**src/hw/rtl/acwst_pkg.sv**
```systemverilog
`timescale 1ns / 1ps

package acwst_pkg;

    // Timer prescaler divisors
    localparam int SLOW_DIV_DEFAULT = 192;
    localparam int FAST_DIV_DEFAULT = 24;

    // Number of timers
    localparam int NUM_TIMERS = 3;

    // Address decode constants
    localparam logic [15:0] IO_PAGE_MASK  = 16'hFFF0;
    localparam logic [15:0] IO_PAGE_BASE  = 16'h00F0;
    localparam logic [15:0] BOOT_ROM_BASE = 16'hFFC0;

    // Clock costs per wait-state index
    localparam logic [4:0] CPU_COST [4] = '{5'd2, 5'd4, 5'd10, 5'd20};
    localparam logic [4:0] TMR_COST [4] = '{5'd2, 5'd4, 5'd8, 5'd16};

    // Configuration register indexes
    typedef enum logic [2:0] {
        CFG_EXT_WAIT   = 3'd0,
        CFG_INT_WAIT   = 3'd1,
        CFG_BOOT_ROM   = 3'd2,
        CFG_RUNNING    = 3'd3,
        CFG_ENABLE     = 3'd4,
        CFG_TARGET_0   = 3'd5,
        CFG_TARGET_1   = 3'd6,
        CFG_TARGET_2   = 3'd7
    } t_cfg_idx;

    // Shared step control handed to every timer
    typedef struct packed {
        logic       step;
        logic [4:0] clocks;
        logic       running;
    } t_tmr_step;

endpackage

```
**src/hw/rtl/acwst_cost.sv**
```systemverilog
`timescale 1ns / 1ps

module acwst_cost
    import acwst_pkg::*;
(
    input  logic        i_has_address,
    input  logic [15:0] i_bus_address,
    input  logic        i_half_cycle,
    input  logic [1:0]  i_ext_sel,
    input  logic [1:0]  i_int_sel,
    input  logic        i_boot_rom,
    output logic [4:0]  o_cpu_clocks,
    output logic [4:0]  o_timer_clocks
);

    logic       use_int;
    logic [1:0] sel;

    // Pick internal setting for idle, I/O page and mapped boot ROM
    always_comb begin
        use_int = !i_has_address
               || ((i_bus_address & IO_PAGE_MASK) == IO_PAGE_BASE)
               || (i_boot_rom && (i_bus_address >= BOOT_ROM_BASE));
        sel     = use_int ? i_int_sel : i_ext_sel;
    end

    // Look up costs, halve on a half cycle
    assign o_cpu_clocks   = CPU_COST[sel] >> i_half_cycle;
    assign o_timer_clocks = TMR_COST[sel] >> i_half_cycle;

endmodule

```
**src/hw/rtl/acwst_timer.sv**
```systemverilog
`timescale 1ns / 1ps

module acwst_timer
    import acwst_pkg::*;
#(
    parameter int DIVISOR = SLOW_DIV_DEFAULT
) (
    input  logic       i_clk,
    input  logic       i_rst_n,
    input  t_tmr_step  i_step,
    input  logic       i_enable,
    input  logic [7:0] i_target,
    output logic [3:0] o_count_out
);

    localparam logic [8:0] DIV9 = 9'(DIVISOR);

    logic [7:0] r_prescale, n_prescale;
    logic       r_phase,    n_phase;
    logic       r_last,     n_last;
    logic [7:0] r_tick,     n_tick;
    logic [3:0] r_out,      n_out;

    logic [8:0] sum;
    logic       level;

    // Advance prescaler, detect falling edge of gated phase, count ticks
    always_comb begin
        n_prescale = r_prescale;
        n_phase    = r_phase;
        n_last     = r_last;
        n_tick     = r_tick;
        n_out      = r_out;
        sum        = {1'b0, r_prescale} + {4'd0, i_step.clocks};
        level      = !r_phase && i_step.running;
        if (sum < DIV9) begin
            n_prescale = sum[7:0];
        end else begin
            n_prescale = 8'(sum - DIV9);
            n_phase    = !r_phase;
            n_last     = level;
            if (r_last && !level && i_enable) begin
                n_tick = r_tick + 8'd1;
                if (n_tick == i_target) begin
                    n_tick = 8'd0;
                    n_out  = r_out + 4'd1;
                end
            end
        end
    end

    // Hold state unless an item moves to the result stage
    always_ff @(posedge i_clk) begin
        if (!i_rst_n) begin
            r_prescale <= 8'd0;
            r_phase    <= 1'b0;
            r_last     <= 1'b0;
            r_tick     <= 8'd0;
            r_out      <= 4'd0;
        end else if (i_step.step) begin
            r_prescale <= n_prescale;
            r_phase    <= n_phase;
            r_last     <= n_last;
            r_tick     <= n_tick;
            r_out      <= n_out;
        end
    end

    assign o_count_out = n_out;

endmodule

```
**src/hw/rtl/audio_cpu_wait_state_and_timers_unit.sv**
```systemverilog
`timescale 1ns / 1ps
// Channel  | Direction | Transfer when         | Payload
// s_axis   | in        | tvalid && tready      | bus cycle: has_address, address, half
// m_axis   | out       | tvalid && tready      | clocks and timer output counters
// cfg      | in        | valid && ready        | register index, write data
//
// One item per clock while the result is not stalled; each item passes the input
// register, then cost decode and timer update into the result register.
// Reset (synchronous, active low) clears timers and loads register defaults.
// While the result is stalled one more item is held in the input register;
// the timers advance only when an item moves into the result register.
// Configuration writes are always ready and take effect on the next item.

module audio_cpu_wait_state_and_timers_unit
    import acwst_pkg::*;
#(
    parameter int SLOW_DIVISOR = SLOW_DIV_DEFAULT,
    parameter int FAST_DIVISOR = FAST_DIV_DEFAULT
) (
    input  logic        i_clk,
    input  logic        i_rst_n,
    input  logic        s_axis_tvalid,
    output logic        s_axis_tready,
    // [0] has_address, [16:1] bus_address, [17] half_cycle, [23:18] zero
    input  logic [23:0] s_axis_tdata,
    output logic        m_axis_tvalid,
    input  logic        m_axis_tready,
    // [4:0] cpu_clocks, [9:5] timer_clocks, [13:10] count_out_zero,
    // [17:14] count_out_one, [21:18] count_out_two, [23:22] zero
    output logic [23:0] m_axis_tdata,
    input  logic        i_cfg_valid,
    output logic        o_cfg_ready,
    input  logic [2:0]  i_cfg_index,
    input  logic [7:0]  i_cfg_data
);

    // Configuration registers
    logic [1:0] r_ext_sel;
    logic [1:0] r_int_sel;
    logic       r_boot_rom;
    logic       r_running;
    logic [2:0] r_enable;
    logic [7:0] r_target [NUM_TIMERS];

    // Pipeline registers
    logic        r_in_valid;
    logic        r_in_has_addr;
    logic [15:0] r_in_addr;
    logic        r_in_half;
    logic        r_out_valid;
    logic [23:0] r_out_data;

    logic        advance;
    logic [4:0]  cpu_clocks;
    logic [4:0]  timer_clocks;
    logic [3:0]  count_out [NUM_TIMERS];
    t_tmr_step   tmr_step;

    assign o_cfg_ready = 1'b1;

    // Write configuration registers
    always_ff @(posedge i_clk) begin
        if (!i_rst_n) begin
            r_ext_sel   <= 2'd0;
            r_int_sel   <= 2'd0;
            r_boot_rom  <= 1'b1;
            r_running   <= 1'b1;
            r_enable    <= 3'd0;
            r_target[0] <= 8'd0;
            r_target[1] <= 8'd0;
            r_target[2] <= 8'd0;
        end else if (i_cfg_valid) begin
            unique case (t_cfg_idx'(i_cfg_index))
                CFG_EXT_WAIT: r_ext_sel   <= i_cfg_data[1:0];
                CFG_INT_WAIT: r_int_sel   <= i_cfg_data[1:0];
                CFG_BOOT_ROM: r_boot_rom  <= i_cfg_data[0];
                CFG_RUNNING:  r_running   <= i_cfg_data[0];
                CFG_ENABLE:   r_enable    <= i_cfg_data[2:0];
                CFG_TARGET_0: r_target[0] <= i_cfg_data;
                CFG_TARGET_1: r_target[1] <= i_cfg_data;
                CFG_TARGET_2: r_target[2] <= i_cfg_data;
                default:      r_enable    <= r_enable;
            endcase
        end
    end

    // Move an item to the result stage when that stage is free or draining
    assign advance       = r_in_valid && (!r_out_valid || m_axis_tready);
    assign s_axis_tready = !r_in_valid || advance;

    // Capture input transfer
    always_ff @(posedge i_clk) begin
        if (!i_rst_n) begin
            r_in_valid <= 1'b0;
        end else if (s_axis_tready) begin
            r_in_valid <= s_axis_tvalid;
        end
    end

    always_ff @(posedge i_clk) begin
        if (s_axis_tvalid && s_axis_tready) begin
            r_in_has_addr <= s_axis_tdata[0];
            r_in_addr     <= s_axis_tdata[16:1];
            r_in_half     <= s_axis_tdata[17];
        end
    end

    // Decode wait state and clock costs
    acwst_cost u_cost (
        .i_has_address  (r_in_has_addr),
        .i_bus_address  (r_in_addr),
        .i_half_cycle   (r_in_half),
        .i_ext_sel      (r_ext_sel),
        .i_int_sel      (r_int_sel),
        .i_boot_rom     (r_boot_rom),
        .o_cpu_clocks   (cpu_clocks),
        .o_timer_clocks (timer_clocks)
    );

    assign tmr_step.step    = advance;
    assign tmr_step.clocks  = timer_clocks;
    assign tmr_step.running = r_running;

    // Three timers: two slow, one fast
    acwst_timer #(.DIVISOR(SLOW_DIVISOR)) u_timer0 (
        .i_clk       (i_clk),
        .i_rst_n     (i_rst_n),
        .i_step      (tmr_step),
        .i_enable    (r_enable[0]),
        .i_target    (r_target[0]),
        .o_count_out (count_out[0])
    );

    acwst_timer #(.DIVISOR(SLOW_DIVISOR)) u_timer1 (
        .i_clk       (i_clk),
        .i_rst_n     (i_rst_n),
        .i_step      (tmr_step),
        .i_enable    (r_enable[1]),
        .i_target    (r_target[1]),
        .o_count_out (count_out[1])
    );

    acwst_timer #(.DIVISOR(FAST_DIVISOR)) u_timer2 (
        .i_clk       (i_clk),
        .i_rst_n     (i_rst_n),
        .i_step      (tmr_step),
        .i_enable    (r_enable[2]),
        .i_target    (r_target[2]),
        .o_count_out (count_out[2])
    );

    // Result register
    always_ff @(posedge i_clk) begin
        if (!i_rst_n) begin
            r_out_valid <= 1'b0;
        end else if (advance) begin
            r_out_valid <= 1'b1;
        end else if (m_axis_tready) begin
            r_out_valid <= 1'b0;
        end
    end

    always_ff @(posedge i_clk) begin
        if (advance) begin
            r_out_data <= {2'b00, count_out[2], count_out[1], count_out[0],
                           timer_clocks, cpu_clocks};
        end
    end

    assign m_axis_tvalid = r_out_valid;
    assign m_axis_tdata  = r_out_data;

endmodule
```
**config.mk**
```make
export PLATFORM = sky130hd
export DESIGN_NAME = audio_cpu_wait_state_and_timers_unit
export DESIGN_NICKNAME = d
export VERILOG_FILES = /design/src/hw/rtl/acwst_pkg.sv /design/src/hw/rtl/acwst_cost.sv /design/src/hw/rtl/acwst_timer.sv /design/src/hw/rtl/audio_cpu_wait_state_and_timers_unit.sv
export SDC_FILE = /design/constraint.sdc
export NUM_CORES = 1
export LEC_CHECK = 0
export BUFFER_PORTS_ARGS = -buffer_cell sky130_fd_sc_hd__buf_4
export CAP_MARGIN = 20
export CORE_MARGIN = 2
export CORE_UTILIZATION = 56
export CTS_BUF_LIST = sky130_fd_sc_hd__clkbuf_8
export CTS_CLUSTER_DIAMETER = 100
export DETAILED_ROUTE_END_ITERATION = 10
export PLACE_DENSITY = 0.79
export SLEW_MARGIN = 20
export SYNTH_ARGS = -nofsm -noshare
export SYNTH_HDL_FRONTEND = slang
export SYNTH_HIERARCHICAL = 1
export SYNTH_SLANG_ARGS = --single-unit
```
**constraint.sdc**
```tcl
create_clock -name i_clk -period 4.01 [get_ports i_clk]
set_input_delay 0.401 -clock i_clk [delete_from_list [all_inputs] [get_ports i_clk]]
set_output_delay 0.401 -clock i_clk [all_outputs]
set_load 0.005 [all_outputs]
```
==> results of run 1 <==
-- power by group --
part / switching [mW] / internal, mW
logic: 0.159 / 0.127
registers: 0.0334 / 1.51
clock network: 0.530 / 0.541
-- layer usage --
metal | vias up | track usage | part of all wire
met5 | - | 0 | 0
met4 | 0 | 0.0850 | 0.016
met3 | 33 | 0.0429 | 0.054
met2 | 196 | 0.393 | 0.50
met1 | 3016 | 0.287 | 0.43
li1 | 3018 | - | -
-- path summary, 6_finish.rpt --
check,end,startpoint,cells past startpoint
setup / recovery,m_axis_tdata[20],r_in_addr[9],15
hold / removal,r_in_addr[15],s_axis_tdata[16],1
setup reg to reg,m_axis_tdata[20],r_in_addr[9],15
hold reg to reg,r_enable[2],r_enable[2],2
-- what timing repair did --
| item | CTS | global route |
|---|---|---|
| resized for setup | 7 | 32 |
| gates cloned | 0 | 2 |
| buffers inserted | 1 | 5 |
| setup endpoints to repair | 15 | 41 |
| pin swaps | 3 | 16 |
| hold endpoints to repair | 0 | 0 |
-- flip-flops by register name (all words and copies together) (netlist names), 2 cells and up --
| name | flops |
|---|---|
| r_target | 24 |
| m_axis_tdata | 22 |
| r_in_addr | 12 |
| u_timer0/r_prescale | 8 |
| u_timer0/r_tick | 8 |
| u_timer1/r_prescale | 8 |
| u_timer1/r_tick | 8 |
| u_timer2/r_prescale | 8 |
| u_timer2/r_tick | 8 |
| u_timer0/r_out | 4 |
| u_timer1/r_out | 4 |
| u_timer2/r_out | 4 |
| r_enable | 3 |
| r_ext_sel | 2 |
| r_int_sel | 2 |
-- per-stage QoR --
step                      std cells  utilization  instance area, um^2  hold slack (ns)
after detailed placement        989        0.621                 8230            0.445
after global placement          989        0.621                 8220            0.438
final                          1029        0.667                 8830            0.135
after floorplan                 778            -                 7640            0.430
after global routing           1029        0.667                 8830            0.107
after CTS                      1022        0.652                 8640            0.114
-- critical path, delay by kind of cell (launching register included) --
kind,cells,cell delay [ns]
AND/OR/NAND/NOR,4,1.01
AO/OA/AOI/OAI,6,1.19
multiplexers,1,0.31
XOR/XNOR,2,0.25
adder cells (fa/ha/maj),2,0.52
flip-flops,1,0.39
-- area by class of cell --
class,instances,share of cell area
clock buffers,17,0.0265
multi-input cells,577,0.472
inverters,21,0.00893
repair buffers,86,0.0737
clock inverters,15,0.0157
flip-flops and latches,137,0.379
well taps,176,0.0249
-- placed cells by master (no fill, tap or decap), types with 21 or more instances in the layout --
cell type / count
nor2_1: 45
buf_4: 82
dfxtp_1: 77
nand3_1: 36
nand2_1: 67
ha_1: 21
mux2i_1: 27
o211ai_1: 21
xnor2_1: 24
xor2_1: 23
edfxtp_1: 60
a21oi_1: 32
==> results.py, run 1 <==
metrics = {
    "status": {
        "status": "complete, no violations",
    },
    "critical_path": {
        "critPathCaptureType": "flop",
        "slowest_delay_ns": 0.52,
        "critPathMaxFanout": 6,
        "startpoint_type": "flop",
        "crit_path_frequent_cell": "o211ai_1",
        "arrival_ns": 4.12,
        "criticalPathCategory": "reg2reg",
        "cp_slowest_cell": "or4_4",
        "critical_path_required_ns": 4.20,
        "path_cells": "nand4_1 > o31ai_4 > or4_4 > o211ai_1 > ha_1 > a21o_1 > a21oi_2 > xnor2_2 > ha_2 > nor3_4 > o211ai_1 > mux2_4 > o211ai_1 > nor2_1 > xor2_1",
        "reg2reg_slack_ns": 0.08,
    },
    "power": {
        "max-vdd-ir-drop_mv": 0.239,
        "power_leakage_nw": 3.35,
        "fin_total_pwr_mw": 2.90,
        "power_density_mw_per_mm2": 328,
    },
    "timing": {
        "fin_ws_ns": 0.0818,
        "clock_skew_ns": 0.0101,
        "fin_tns_setup_ns": 0,
        "max_slew_margin": 0.324,
        "finalSetupViolations": 0,
        "final.min_clock_period_ns": 3.93,
        "drv_slew": 0,
        "rsz0062_at_grt": "yes",
        "hold_viol_final": 0,
        "fin_crit_sh": 0.980,
        "worst_pin_slew_ns": 1.00,
        "fmax_ghz": 0.255,
    },
    "clocking": {
        "clk_pin_slew_ns": 0.08,
        "clock_sinks": 137,
        "cts-buffers-inserted": 17,
        "cts.path.max_buffers": 2,
        "insertion_delay_ns": 0.44,
        "cts_hold_buffers": 0,
        "h-tree-depth": 4,
        "root_buffer": "clkbuf_8",
        "cts_tree": "done",
    },
    "place": {
        "port_buffers": 53,
        "gp_congestion": 0.947,
        "post-place-ws_ns": -0.110,
        "hpwl_um": 11400,
    },
    "hold_path": {
        "hp-class": "in2reg",
    },
    "routing": {
        "drc": 0,
        "post_drt_wl_per_cell_um": 16.6,
        "first_pass_iters": 7,
        "drtAntennaViolNets": 0,
        "vias": 6263,
        "via_per_inst": 6.09,
        "routed_wl_um": 17000,
        "initialDrtViolationCount": 551,
    },
    "floorplan": {
        "die_area_mm2": 0.0145,
        "ios": 67,
        "die_y_um": 121,
        "coreArea_mm2": 0.0132,
        "start_util": 0.575,
        "die_w_um": 121,
        "fp-row-count": 42,
    },
    "cells_and_area": {
        "multi_input_area_mm2": 0.00416,
        "nets": 906,
        "register_area_mm2": 0.00334,
        "syn_to_final_growth_pct": 16.0,
        "nFillCells": 983,
        "final_layout_size_suffix_gt1_frac": 0.197,
        "antenna_cells": 0,
    },
    "job": {
        "drv_cap": 0,
    },
    "global_route": {
        "grt_max_degree": 54,
        "grt_pass1_wl_um": 27100,
        "antenna_found_initial": 0,
        "grt_pass1_vias": 5895,
        "grt_overflow": 0,
        "grt_use_total": 0.229,
    },
    "yosys": {
        "syn_avg_cell_area_um2": 9.80,
        "syn_inst": 777,
        "yosysWarningCount": 6,
        "synth_area_mm2": 0.00761,
    },
}
Power figures use the tool's default switching activity.
==> inputs of run 2 (changes only) <==
--- a/config.mk
+++ b/config.mk
@@ -12,9 +12,8 @@
 export CTS_BUF_LIST = sky130_fd_sc_hd__clkbuf_8
 export CTS_CLUSTER_DIAMETER = 100
 export DETAILED_ROUTE_END_ITERATION = 10
-export PLACE_DENSITY = 0.79
+export PLACE_DENSITY = 0.86
 export SLEW_MARGIN = 20
 export SYNTH_ARGS = -nofsm -noshare
 export SYNTH_HDL_FRONTEND = slang
-export SYNTH_HIERARCHICAL = 1
 export SYNTH_SLANG_ARGS = --single-unit
==> run 2 against run 1 <==
The flow now finishes with violations (negative setup slack). Clock-buffer cell count did not move. Combinational power rose by 9.1%. Via count rose by 13%. Clock skew rose by 0.0023 ns. Hold slack got worse by 0.036 ns. Sequential power barely moved. Clock power rose by 16%. Final cell count rose by 3.8%. Total power rose by 5.6%. Area after synthesis fell by 4.3%. Die area fell by 4.2%. Register-to-register slack got worse by 0.46 ns. Critical path type unchanged. Largest cell class unchanged.
==> results.py, run 2 <==
metrics = {
    "routing": {
        "first_pass_iters": 7,
        "post_drt_wl_per_cell_um": 21.4,
        "drc": 0,
        "drtAntennaViolNets": 0,
        "routed_wl_um": 22900,
        "via_per_inst": 6.63,
        "vias": 7086,
        "initialDrtViolationCount": 987,
    },
    "critical_path": {
        "r2r_start": "r_in_addr[10]",
        "reg2reg_slack_ns": -0.38,
        "timing.rr.end": "u_timer2.r_prescale[5]",
        "ff2ff_path_depth": 20,
        "arrival_ns": 4.78,
        "criticalPathCategory": "reg2reg",
        "startpoint_type": "flop",
        "critPathMaxFanout": 5,
        "critPathCaptureType": "flop",
        "critical_path_required_ns": 4.40,
    },
    "yosys": {
        "synth_most_common_cell": "dfxtp_1",
        "yosys_most_used_dff": "dfxtp_1",
        "synth.area.top_cells": "edfxtp_1 24%, dfxtp_1 21%, ha_1 3.9%",
        "netlist_top_cells_count": "77 x dfxtp_1, 61 x nand2_1, 58 x edfxtp_1",
        "yosysSeqAreaShare": 0.451,
        "synth_seq_cells": 135,
        "syn_avg_cell_area_um2": 9.66,
        "async_reset_ff_frac": 0,
        "synth_top_area_cell": "edfxtp_1",
        "synth_cell_types": 69,
        "yosysWarningCount": 0,
        "synth_area_mm2": 0.00729,
        "netlist.area_leader.share": 0.239,
        "syn_inst": 754,
        "synth_edf_count": 58,
    },
    "job": {
        "drv_cap": 0,
    },
    "hold_path": {
        "min_to": "r_in_has_addr",
        "worstHoldStart": "s_axis_tdata[0]",
        "hold_depth": 1,
        "hp-class": "in2reg",
    },
    "status": {
        "status": "finished, violations left",
        "violations": "negative setup slack",
    },
    "cells_and_area": {
        "layout_commonest_cell": "buf_4",
        "antenna_cells": 0,
        "utilization": 0.772,
        "final_layout_size_suffix_gt1_frac": 0.339,
        "largest_register_ffs": 24,
        "nets": 949,
        "design_area_mm2": 0.00978,
        "layout_common_cells": "133 x buf_4, 76 x dfxtp_1, 60 x nand2_1, 58 x edfxtp_1, 31 x nor2_1",
        "largest-register": "r_target",
        "syn_to_final_growth_pct": 34.2,
        "nFillCells": 691,
    },
    "timing": {
        "worst_pin_slew_ns": 1.20,
        "max_slew_margin": 0.197,
        "clock_skew_ns": 0.0125,
        "whs_ns": 0.0991,
        "drv_slew": 0,
        "fin_ws_ns": -0.376,
        "hold_viol_final": 0,
        "fin_crit_sh": 1.09,
        "finalSetupViolations": 59,
        "final.min_clock_period_ns": 4.39,
        "rsz0062_at_grt": "yes",
        "fmax_ghz": 0.228,
    },
    "global_route": {
        "antenna_found_initial": 0,
        "grt_pass1_vias": 6641,
        "grt_pass1_wl_um": 32400,
        "grt_overflow": 0,
        "grt_max_degree": 61,
        "grt_use_total": 0.288,
    },
    "power": {
        "power_leakage_nw": 3.63,
        "power_density_mw_per_mm2": 313,
        "max-vdd-ir-drop_mv": 0.382,
    },
    "clocking": {
        "root_buffer": "clkbuf_8",
        "cts_hold_buffers": 0,
        "cts.path.max_buffers": 2,
        "h-tree-depth": 4,
        "insertion_delay_ns": 0.47,
        "clock_sinks": 135,
        "cts_tree": "done",
        "cts-buffers-inserted": 17,
        "clk_pin_slew_ns": 0.09,
    },
    "floorplan": {
        "coreArea_mm2": 0.0127,
        "start_util": 0.575,
        "die_w_um": 118,
        "die_y_um": 118,
        "ios": 67,
        "die_area_mm2": 0.0139,
        "fp-row-count": 41,
    },
    "place": {
        "port_buffers": 53,
        "gp_congestion": 0.868,
        "hpwl_um": 12100,
        "placed_area_mm2": 0.00826,
    },
}
[run 2: critical path, stage by stage (launching register included)]
cell and delay (ns):
edfxtp_1 0.40, nand4_1 0.13, or4_4 0.45, a21oi_4 0.24, o21ai_2 0.13, buf_6 0.14, a21bo_4 0.22, buf_4 0.14
a21oi_4 0.18, ha_2 0.35, o21ai_2 0.18, nor2_2 0.08, nor2_2 0.15, ha_2 0.22, or2_4 0.14, mux2i_4 0.07
and4_4 0.21, buf_4 0.14, buf_4 0.13, or4_1 0.48, a31oi_1 0.13
[run 2: cell type report]
type,count,area [um^2],share of cell area
clock buffers,17,234,0.0239
clock inverters,15,193,0.0197
inverters,27,101,0.0104
multi-input cells,552,4550,0.465
flip-flops and latches,135,3280,0.336
well taps,172,215,0.0220
repair buffers,150,1200,0.123
[run 2: how the worst max path moves through the flow]
| stage | from | to | slack [ns] | cells past startpoint |
|---|---|---|---|---|
| floorplan | r_in_addr[12] | m_axis_tdata[19] | -0.08 | 16 |
| global placement | r_in_addr[12] | m_axis_tdata[20] | -0.16 | 18 |
| detailed placement | r_in_addr[12] | u_timer2.r_out[0] | -0.33 | 18 |
| CTS | r_in_addr[14] | m_axis_tdata[19] | -0.22 | 17 |
| global route | r_in_addr[10] | u_timer2.r_prescale[5] | -0.50 | 20 |
| finish | r_in_addr[10] | u_timer2.r_prescale[5] | -0.38 | 20 |
[run 2: kinds of logic after synthesis]
group,Yosys count,synth area share
muxes,20,0.0282
buffers and inverters,69,0.0409
DFF,135,0.451
other,2,0.00103
adders and majority gates,26,0.0477
AOI/OAI and AO/OA,183,0.170
xor gates and xnor gates,52,0.0625
and+or+nand+nor,267,0.199
[run 2: power by group]
part	internal, mW	total [mW]	switching (mW)	leakage (nW)
Sequential	1.48	1.51	0.0316	1.17
Combinational	0.138	0.311	0.173	2.24
Clock	0.631	1.24	0.607	0.219
[run 2: what timing repair did]
item	CTS	global route
pin swaps	30	39
hold endpoints to repair	0	0
setup buffers	21	12
gates cloned	1	0
resized for setup	65	92
setup endpoints to repair	59	61
[run 2: through the flow]
stage	instances	setup TNS [ns]	power, mW	setup WS [ns]
floorplan	755	-0.484	1.67	-0.0793
CTS	1058	-3.46	3.00	-0.221
global placement	1004	-2.46	1.76	-0.160
detailed placement	1004	-8.53	1.78	-0.332
finish	1068	-11.11	3.06	-0.376
global route	1068	-19.93	3.13	-0.501
[run 2: per-layer routing]
layer | share of wire | up-vias | track usage
met5 | 0 | - | 0
met4 | 0.056 | 0 | 0.140
met3 | 0.089 | 157 | 0.0581
met2 | 0.50 | 523 | 0.507
met1 | 0.36 | 3349 | 0.332
li1 | - | 3057 | -
